===== src/hw/rtl/dbwd_pkg.sv =====
`timescale 1ns / 1ps
// ----------------------------------------------------------------------------
// dbwd_pkg: shared types and constants of the dictionary bitmask decompressor
// Command, format and status codes, field and stream widths, flip patterns
// and the default dictionary depth.
// ----------------------------------------------------------------------------
package dbwd_pkg;

    // default number of dictionary entries
    localparam int DICT_DEPTH_DEF = 16;

    // field widths
    localparam int WORD_W   = 32;
    localparam int SLOT_W   = 4;
    localparam int FMT_W    = 3;
    localparam int POS_W    = 5;
    localparam int STATUS_W = 2;

    // stream widths, tdata padded to whole bytes
    localparam int S_TDATA_W = 40;
    localparam int S_TUSER_W = 4;
    localparam int M_TDATA_W = 32;
    localparam int M_TUSER_W = 2;

    // item kind
    typedef enum logic
    {
        CMD_WRITE  = 1'b0,
        CMD_DECODE = 1'b1
    } cmd_t;

    // compressed word formats
    typedef enum logic [FMT_W-1:0]
    {
        FMT_RAW     = 3'd0,
        FMT_RLE     = 3'd1,
        FMT_BITMASK = 3'd2,
        FMT_RUN1    = 3'd3,
        FMT_RUN2    = 3'd4,
        FMT_RUN4    = 3'd5,
        FMT_TWO_BIT = 3'd6,
        FMT_DIRECT  = 3'd7
    } fmt_t;

    // result status
    typedef enum logic [STATUS_W-1:0]
    {
        ST_DECODED = 2'd0,
        ST_WRITTEN = 2'd1,
        ST_RLE     = 2'd2,
        ST_UNUSED  = 2'd3
    } status_t;

    // top-aligned flip patterns
    localparam logic [WORD_W-1:0] PAT_RUN1 = 32'h8000_0000;
    localparam logic [WORD_W-1:0] PAT_RUN2 = 32'hC000_0000;
    localparam logic [WORD_W-1:0] PAT_RUN4 = 32'hF000_0000;

endpackage


===== src/hw/rtl/dictionary_bitmask_word_decompressor_core.sv =====
`timescale 1ns / 1ps
// ----------------------------------------------------------------------------
// dictionary_bitmask_word_decompressor_core: bitmask code decompressor
// Restores 32-bit instruction words from a small dictionary of words that is
// loaded through the same input stream.
//
// Usage:
//   input stream  s_*: one word per item; tuser carries the command (write
//     or decode) and the format, tdata the dictionary slot and the payload
//   output stream m_*: one result per input item, in order; tdata holds the
//     restored word, tuser the status (decoded, entry written, rle rejected)
//   throughput: one item per cycle until an m_tready stall fills the pipeline;
//     the dictionary write and read share the second stage, so a decode
//     right after a write sees the new entry
//   a three-stage pipeline (input register, dictionary read and mask
//     shift, xor into the output register) sets the latency
//   stall: when m_tready is low the output holds; earlier stages keep filling
//     until all three are full, then s_tready drops; nothing is lost
//   reset: clears all valid bits and sets every dictionary entry to zero
// ----------------------------------------------------------------------------
module dictionary_bitmask_word_decompressor_core
#(
    parameter int DICT_DEPTH = dbwd_pkg::DICT_DEPTH_DEF
)
(
    input  logic                           clk,
    input  logic                           rst_n,

    input  logic                           s_tvalid,
    output logic                           s_tready,
    // dict_slot [3:0], payload [35:4], zero pad [39:36]
    input  logic [dbwd_pkg::S_TDATA_W-1:0] s_tdata,
    // command [0], format_code [3:1]
    input  logic [dbwd_pkg::S_TUSER_W-1:0] s_tuser,

    output logic                           m_tvalid,
    input  logic                           m_tready,
    // word [31:0]
    output logic [dbwd_pkg::M_TDATA_W-1:0] m_tdata,
    // status [1:0]
    output logic [dbwd_pkg::M_TUSER_W-1:0] m_tuser
);

    import dbwd_pkg::*;

    localparam int IDX_W = (DICT_DEPTH > 1) ? $clog2(DICT_DEPTH) : 1;
    localparam logic [SLOT_W:0] DEPTH_L = (SLOT_W+1)'(DICT_DEPTH);

    // stage 1: input register
    logic              v1_reg;
    cmd_t              cmd1_reg;
    logic [SLOT_W-1:0] slot1_reg;
    fmt_t              fmt1_reg;
    logic [WORD_W-1:0] pay1_reg;

    // stage 2: base word and flip mask
    logic              v2_reg;
    logic [WORD_W-1:0] base2_reg;
    logic [WORD_W-1:0] flip2_reg;
    status_t           st2_reg;
    logic [WORD_W-1:0] base2_next;
    logic [WORD_W-1:0] flip2_next;
    status_t           st2_next;

    // stage 3: output register
    logic              v3_reg;
    logic [WORD_W-1:0] word3_reg;
    status_t           st3_reg;

    // dictionary
    logic [WORD_W-1:0] dict_reg [DICT_DEPTH];

    logic adv1;
    logic adv2;
    logic adv3;

    // stall chain
    assign adv3     = !v3_reg || m_tready;
    assign adv2     = !v2_reg || adv3;
    assign adv1     = !v1_reg || adv2;
    assign s_tready = adv1;

    // stage 1 capture
    always_ff @(posedge clk or negedge rst_n)
    begin
        if (!rst_n)
        begin
            v1_reg <= 1'b0;
        end
        else if (adv1)
        begin
            v1_reg <= s_tvalid;
        end
    end

    always_ff @(posedge clk)
    begin
        if (adv1 && s_tvalid)
        begin
            cmd1_reg  <= cmd_t'(s_tuser[0]);
            fmt1_reg  <= fmt_t'(s_tuser[3:1]);
            slot1_reg <= s_tdata[SLOT_W-1:0];
            pay1_reg  <= s_tdata[SLOT_W+WORD_W-1:SLOT_W];
        end
    end

    // dictionary read and flip mask build
    logic [SLOT_W-1:0] rd_slot;
    logic [WORD_W-1:0] entry;
    logic [POS_W-1:0]  pos_a;
    logic [POS_W-1:0]  pos_b;
    logic [POS_W-1:0]  pos_c;
    logic [WORD_W-1:0] bm_pat;

    assign rd_slot = pay1_reg[SLOT_W-1:0];
    assign entry   = ({1'b0, rd_slot} < DEPTH_L) ? dict_reg[rd_slot[IDX_W-1:0]] : '0;
    assign pos_a   = pay1_reg[12:8];
    assign pos_b   = pay1_reg[8:4];
    assign pos_c   = pay1_reg[13:9];
    assign bm_pat  = {pay1_reg[7:4], {(WORD_W-4){1'b0}}};

    always_comb
    begin
        base2_next = '0;
        flip2_next = '0;
        st2_next   = ST_DECODED;
        if (cmd1_reg == CMD_WRITE)
        begin
            st2_next = ST_WRITTEN;
        end
        else
        begin
            unique case (fmt1_reg)
                FMT_RAW:
                begin
                    base2_next = pay1_reg;
                end
                FMT_RLE:
                begin
                    st2_next = ST_RLE;
                end
                FMT_BITMASK:
                begin
                    base2_next = entry;
                    flip2_next = bm_pat >> pos_a;
                end
                FMT_RUN1:
                begin
                    base2_next = entry;
                    flip2_next = PAT_RUN1 >> pos_b;
                end
                FMT_RUN2:
                begin
                    base2_next = entry;
                    flip2_next = PAT_RUN2 >> pos_b;
                end
                FMT_RUN4:
                begin
                    base2_next = entry;
                    flip2_next = PAT_RUN4 >> pos_b;
                end
                FMT_TWO_BIT:
                begin
                    base2_next = entry;
                    flip2_next = (PAT_RUN1 >> pos_c) | (PAT_RUN1 >> pos_b);
                end
                FMT_DIRECT:
                begin
                    base2_next = entry;
                end
                default:
                begin
                    base2_next = '0;
                end
            endcase
        end
    end

    // dictionary write, in order with the reads of stage 1
    always_ff @(posedge clk or negedge rst_n)
    begin
        if (!rst_n)
        begin
            for (int i = 0; i < DICT_DEPTH; i++)
            begin
                dict_reg[i] <= '0;
            end
        end
        else if (v1_reg && adv2 && cmd1_reg == CMD_WRITE && {1'b0, slot1_reg} < DEPTH_L)
        begin
            dict_reg[slot1_reg[IDX_W-1:0]] <= pay1_reg;
        end
    end

    // stage 2 register
    always_ff @(posedge clk or negedge rst_n)
    begin
        if (!rst_n)
        begin
            v2_reg <= 1'b0;
        end
        else if (adv2)
        begin
            v2_reg <= v1_reg;
        end
    end

    always_ff @(posedge clk)
    begin
        if (adv2 && v1_reg)
        begin
            base2_reg <= base2_next;
            flip2_reg <= flip2_next;
            st2_reg   <= st2_next;
        end
    end

    // stage 3: apply flips into the output register
    always_ff @(posedge clk or negedge rst_n)
    begin
        if (!rst_n)
        begin
            v3_reg <= 1'b0;
        end
        else if (adv3)
        begin
            v3_reg <= v2_reg;
        end
    end

    always_ff @(posedge clk)
    begin
        if (adv3 && v2_reg)
        begin
            word3_reg <= base2_reg ^ flip2_reg;
            st3_reg   <= st2_reg;
        end
    end

    // output stream
    assign m_tvalid = v3_reg;
    assign m_tdata  = word3_reg;
    assign m_tuser  = st3_reg;

endmodule


===== config.mk =====
export PLATFORM = sky130hd
export DESIGN_NAME = dictionary_bitmask_word_decompressor_core
export DESIGN_NICKNAME = d
export VERILOG_FILES = /design/src/hw/rtl/dbwd_pkg.sv /design/src/hw/rtl/dictionary_bitmask_word_decompressor_core.sv
export SDC_FILE = /design/constraint.sdc
export NUM_CORES = 1
export LEC_CHECK = 0
export BUFFER_PORTS_ARGS = -buffer_cell sky130_fd_sc_hd__buf_2
export CAP_MARGIN = 20
export CORE_UTILIZATION = 60
export CTS_CLUSTER_SIZE = 14
export DETAILED_ROUTE_END_ITERATION = 6
export PLACE_DENSITY = 0.77
export SKIP_CTS_REPAIR_TIMING = 1
export SLEW_MARGIN = 20
export SYNTH_ARGS = -nofsm -noshare
export SYNTH_HDL_FRONTEND = slang
export SYNTH_SLANG_ARGS = --single-unit
export TNS_END_PERCENT = 10

===== constraint.sdc =====
create_clock -name clk -period 4.3 [get_ports clk]
set_input_delay 0 -clock clk [delete_from_list [all_inputs] [get_ports clk]]
set_output_delay 0 -clock clk [all_outputs]
set_load 0.05 [all_outputs]

==> impl_metrics.yaml, run 1 <==
outcome:
  status: "finished clean"
detailed_routing:
  drtIter0Drc: 1654
  antenna_left: 0
  post-route-drc-count: 0
  vias: 17600
  routed_wl_um: 72600
  wl_per_cell_um: 26.3
  drt-vias-per-instance: 6.38
  dr.pass1.iters: 5
placed_design:
  io_buffers: 79
  hpwl_um: 43200
  dpl_cell_area_um2: 30600
  gp_congestion: 0.956
floorplanning:
  core_area_um2: 48800
  num_io_pins: 84
  rows: 81
  die_area_um2: 50300
  initial_core_util: 0.607
  fp.dieH_um: 224
  dieWidth_um: 224
cells_and_area:
  nets: 2085
  fillers: 3361
  final_layout_size_suffix_gt1_frac: 0.439
  final_util: 0.683
  design_area_um2: 33400
  regArea_um2: 17100
  n_antenna_cell: 0
  multiInputGateArea_um2: 11700
  largest_reg_flops: 512
  area_growth_pct: 12.5
global_route:
  grt_max_degree: 153
  grt_pass1_vias: 18400
  grt_overflow: 0
  grt_pass1_wl_um: 112000
  grt.total_usage: 0.298
  antenna_found_initial: 1
critical_path:
  worstSetupPathType: "register to register"
  worst_setup_path_end_kind: "register"
  arrival_ns: 3.41
  r2r_setup_slack_ns: 1.38
  worstPathRequired_ns: 4.79
  crit_fanout: 19
  start_kind: "register"
timing:
  tns_ns: 0
  maxSlewViolCount: 0
  worst_pin_slew_ns: 1.17
  hold_viol_final: 0
  finalCritPeriodShare: 0.679
  fin_crit_ns: 2.92
  fin_hold_ws_ns: 0.0187
  fin_skew_ns: 0.0261
  relSlewSlack: 0.219
  rsz0062_at_grt: "no"
  fmax_mhz: 343
  setup_viol: 0
power:
  fin_total_pwr_w: 0.0171
  vdd_ir_drop_max_uv: 346
  power_per_cell_area_nw_per_um2: 514
  power_leakage_nw: 14.5
synthesis:
  ys_types: 68
  synth_area_um2: 29600
  syn-instance-count: 1954
  syn_avg_cell_area_um2: 15.2
  ys_seq_elements: 655
  yosys_warnings: 0
  yosys.area.top_type: "dfrtp_1"
  yosysTopAreaCellShare: 0.435
  synth_edf_count: 140
  syn_nets: 2002
  synth_ff_type: "dfrtp_1"
  synth-async-reset-ratio: 0.786
  synth.area.top_cells: "dfrtp_1 (43%), mux2_2 (19%), edfxtp_1 (14%)"
  yosysSeqAreaShare: 0.577
cts:
  numCtsBuffers: 70
  clk_latency_ns: 0.62
  htreeDepth: 3
  tritoncts: "yes"
  clock-sinks: 655
  clock_path_buffers: 3
  clockRootBuffer: "clkbuf_16"
  clk_pin_slew_ns: 0.06
min_path:
  hold_path_class: "primary input to asynchronous set/reset pin"
job:
  drv_cap: 0
logic make-up after synthesis:
group / share of synthesized area
multiplexers: 0.299
adder cells (fa/ha/maj): 0.000338
AND/OR/NAND/NOR: 0.0430
XOR/XNOR: 0.0100
buffers and inverters: 0.0297
AO/OA/AOI/OAI: 0.0417
flip-flops: 0.577
power by group:
part / switching (W) / internal (W) / leakage (nW)
combinational: 0.00116 / 0.00159 / 5.33
sequential: 0.000740 / 0.00771 / 8.04
clock: 0.00248 / 0.00346 / 1.13
total: 0.00438 / 0.0128 / 14.5
cells in the final DEF, fill, tap and decap left out, types with 10 or more instances in the layout:
cell / n
mux2_2: 511
mux2i_1: 17
edfxtp_1: 140
a21oi_1: 62
xor2_1: 34
buf_2: 78
nor2_1: 24
nor2b_1: 11
clkbuf_8: 16
dlygate4sd3_1: 44
dfrtp_1: 515
buf_4: 52
nand2_1: 93
nand2b_1: 17
clkbuf_16: 72
a22oi_1: 44
o21ai_0: 13
nand2_2: 13
mux4_2: 128
a32oi_1: 10
nand3_1: 15
o211ai_1: 16
clkbuf_1: 23
final cells by class:
type | instances | share of cell area
flip-flops and latches | 655 | 0.512
multi-input cells | 1122 | 0.352
clock buffers | 111 | 0.0632
repair buffers | 182 | 0.0413
well taps | 664 | 0.0249
clock inverters | 19 | 0.00566
inverters | 6 | 0.000675
per-layer routing:
metal | share of wire | track usage
met4 | 0.028 | 0.0961
met2 | 0.50 | 0.487
met5 | 0 | 0
met1 | 0.42 | 0.412
met3 | 0.054 | 0.0526
metrics by stage:
stage	instances	worst slack [ns]
after global routing	2759	1.33
after floorplan	1954	1.65
after global placement	2585	1.44
after detailed placement	2585	1.39
after CTS	2715	1.41
final	2759	1.38
worst paths after layout:
path	from	to	depth (start not counted)
max in group asynchronous	rst_n	dict_reg[13]	3
min in group clk	s_tdata[23]	pay1_reg[19]	2
min reg2reg	st2_reg[1]	m_tuser[1]	0
max reg2reg	cmd1_reg	dict_reg[276]	4
min	rst_n	dict_reg[190]	2
max	cmd1_reg	dict_reg[276]	4
cells in the mapped netlist (3+ instances only):
cell       instances
a31oi_1            8
o32ai_1            3
buf_2             59
nand4b_1           5
a32oi_1           10
buf_6             18
nand2_1          105
mux4_2           128
xor2_1            34
a22oi_1           44
a21oi_1           62
o2bb2ai_1          3
o22ai_1            9
clkbuf_1          87
nand3b_1           5
buf_1              5
nand2b_1          17
and2_1             6
mux2_1             4
nor3_1             5
mux2i_1           17
nand3_1           17
o211ai_1          16
inv_1              5
and3b_1            4
nand4_1            5
or2_2              3
dfrtp_1          515
o21ai_0           13
nor2_1            26
mux2_2           511
edfxtp_1         140
nor3b_1            5
or3_1              4
nor2b_1           11
critical path: stages (launching register included):
cell and delay, ns:
edfxtp_1 0.72, nor4b_4 0.52, nand3_2 0.72, buf_4 0.49
mux2_1 0.34
Note: power is estimated with default switching activity, not from simulation.
==> inputs of run 2 (changes only) <==
- ABC_AREA: default -> 1
- clock period: 4.3 -> 3.1 ns (I/O delays scaled with it)
==> run 2 against run 1 <==
Area after synthesis up 7.5%. Clock skew down 0.0024 ns. Routed wire length up 21%. Global-route usage up 3.3 points. Die area up 7.4%. First-iteration DRC count up 100%. Non-clock buffer count up 13. Combinational power rose to 2.6 times the previous value. Setup slack worse by 0.72 ns. Total power up 67%. Clock power up 35%. Synthesized cell count up 110%. Critical endpoint is now dict_reg[217]. Critical path type unchanged. Highest routed layer is now met5.
==> impl_metrics.yaml, run 2 <==
synthesis:
  synth-async-reset-ratio: 0.786
  yosysTopAreaCellShare: 0.405
  synth_area_um2: 31900
  yosysSeqAreaShare: 0.537
  yosys_warnings: 0
  syn_avg_cell_area_um2: 7.92
  synth_edf_count: 140
  yosys.area.top_type: "dfrtp_1"
  synth.area.top_cells: "dfrtp_1 (40%), nand2_1 (15%), edfxtp_1 (13%)"
  synth_ff_type: "dfrtp_1"
  syn-instance-count: 4020
  ys_seq_elements: 655
  ys_types: 36
  synth.most_common_cell: "nand2_1"
  syn_nets: 4068
  synth_top_cells_by_count: "nand2_1 (1239), inv_1 (545), dfrtp_1 (515)"
timing:
  fin_crit_ns: 2.43
  tns_ns: 0
  finalCritPeriodShare: 0.785
  relSlewSlack: 0.401
  rsz0062_at_grt: "no"
  fin_skew_ns: 0.0237
  setup_viol: 0
  hold_viol_final: 0
  final.setup.worst_slack_ns: 0.666
  maxSlewViolCount: 0
  fmax_mhz: 411
  worst_pin_slew_ns: 0.899
global_route:
  grt_overflow: 0
  grt_pass1_wl_um: 138000
  busiest_layer: "met2"
  grt.total_usage: 0.331
  grt_pass1_vias: 25300
  grt_max_degree: 147
  grt_use_met1: 0.452
  antenna_found_initial: 1
  grtUsageMet3: 0.0550
  gr-usage-met2: 0.517
floorplanning:
  fp.dieH_um: 232
  die_area_um2: 54000
  rows: 84
  dieWidth_um: 232
  core_area_um2: 52600
  initial_core_util: 0.606
  num_io_pins: 84
job:
  drv_cap: 0
critical_path:
  worst_setup_path_end_kind: "register"
  slowest_stage: "nor2_8"
  reg2reg_from: "m_tvalid"
  crit_start: "m_tvalid"
  start_kind: "register"
  cpMostUsedCell: "nand2_1"
  crit_fanout: 37
  path_cells: "nand2_1, nor2_2, inv_1, nand2_2, inv_2, nand2_4, nor2_8, buf_12, nand2_1, o21ai_0"
  worstPathRequired_ns: 3.61
  slowest_delay_ns: 0.55
  worstSetupPathType: "register to register"
  arrival_ns: 2.94
cells_and_area:
  nets: 4042
  design_area_um2: 35400
  area_growth_pct: 11.1
  layout_commonest_cell: "nand2_1"
  fillers: 4224
  final_layout_size_suffix_gt1_frac: 0.0724
  n_antenna_cell: 0
  mostFrequentLayoutCells: "nand2_1 (1239), inv_1 (544), dfrtp_1 (515)"
  largest_reg_flops: 512
  final_util: 0.673
detailed_routing:
  routed_wl_um: 87700
  wl_per_cell_um: 18.5
  drtIter0Drc: 3349
  antenna_left: 0
  drt-vias-per-instance: 5.65
  dr.pass1.iters: 6
  post-route-drc-count: 0
  vias: 26800
cts:
  clockRootBuffer: "clkbuf_16"
  clk_latency_ns: 0.62
  htreeDepth: 3
  clk_pin_slew_ns: 0.06
  tritoncts: "yes"
  clock-sinks: 655
  clock_path_buffers: 3
  numCtsBuffers: 68
power:
  vdd_ir_drop_max_uv: 615
  power_leakage_nw: 16.6
  power_per_cell_area_nw_per_um2: 807
placed_design:
  place_ws_ns: 0.763
  dpl_cell_area_um2: 32800
  hpwl_um: 50700
  io_buffers: 79
  gp_congestion: 0.952
outcome:
  status: "finished clean"
min_path:
  hold_path_class: "primary input to asynchronous set/reset pin"
## run 2: path summary, 6_finish.rpt
check	to	slack [ns]	cells after the start
setup / recovery	dict_reg[217]	0.67	10
hold / removal	dict_reg[238]	0.03	2
setup reg to reg	dict_reg[217]	0.67	10
hold reg to reg	m_tuser[0]	0.43	0
max in group asynchronous	dict_reg[284]	2.14	3
min in group clk	slot1_reg[2]	0.09	2
## run 2: kinds of logic (layout without fill, tap and decap cells)
family	after synthesis	after routing	synth area share
XOR/XNOR	32	32	0.00880
buffers and inverters	848	875	0.108
AO/OA/AOI/OAI	633	633	0.101
flip-flops	655	655	0.537
AND/OR/NAND/NOR	1852	1852	0.245
## run 2: final cells by class
cell class,instances,area (µm²),share of cell area
Sequential cell,655,17100,0.483
Multi-Input combinational cell,2517,11400,0.321
Inverter,557,2100,0.0593
Clock buffer,97,1960,0.0555
Timing Repair Buffer,195,1800,0.0509
Tap cell,688,861,0.0243
Clock inverter,26,213,0.00601
## run 2: critical path, delay by kind of cell (launching register included)
family | cells | cell delay [ns]
AO/OA/AOI/OAI | 1 | 0.14
buffers and inverters | 3 | 0.48
flip-flops | 1 | 0.43
AND/OR/NAND/NOR | 6 | 1.21
## run 2: metrics by stage
| stage | instances | hold WS (ns) | total power [W] |
|---|---|---|---|
| 6_report | 4735 | 0.0282 | 0.0286 |
| 5_1_grt | 4735 | 0.0855 | 0.0303 |
| 4_1_cts | 4691 | -0.553 | 0.0285 |
| 3_5_place_dp | 4568 | 0.0885 | 0.0205 |
| 3_3_place_gp | 4568 | 0.0902 | 0.0201 |
| 2_1_floorplan | 4020 | -0.296 | 0.0185 |
## run 2: routing by layer
| layer | vias to the layer above | wire length (µm) |
|---|---|---|
| li1 | 12600 | - |
| met1 | 12700 | 35300 |
| met2 | 1248 | 40600 |
| met3 | 219 | 7550 |
| met4 | 2 | 4210 |
| met5 | - | 13 |
## run 2: power breakdown
part           switching [W]  leakage [nW]  total (W)  internal (W)
sequential           0.00112          7.15     0.0133        0.0122
combinational        0.00485          8.42    0.00720       0.00235
clock                0.00341          1.08    0.00801       0.00459
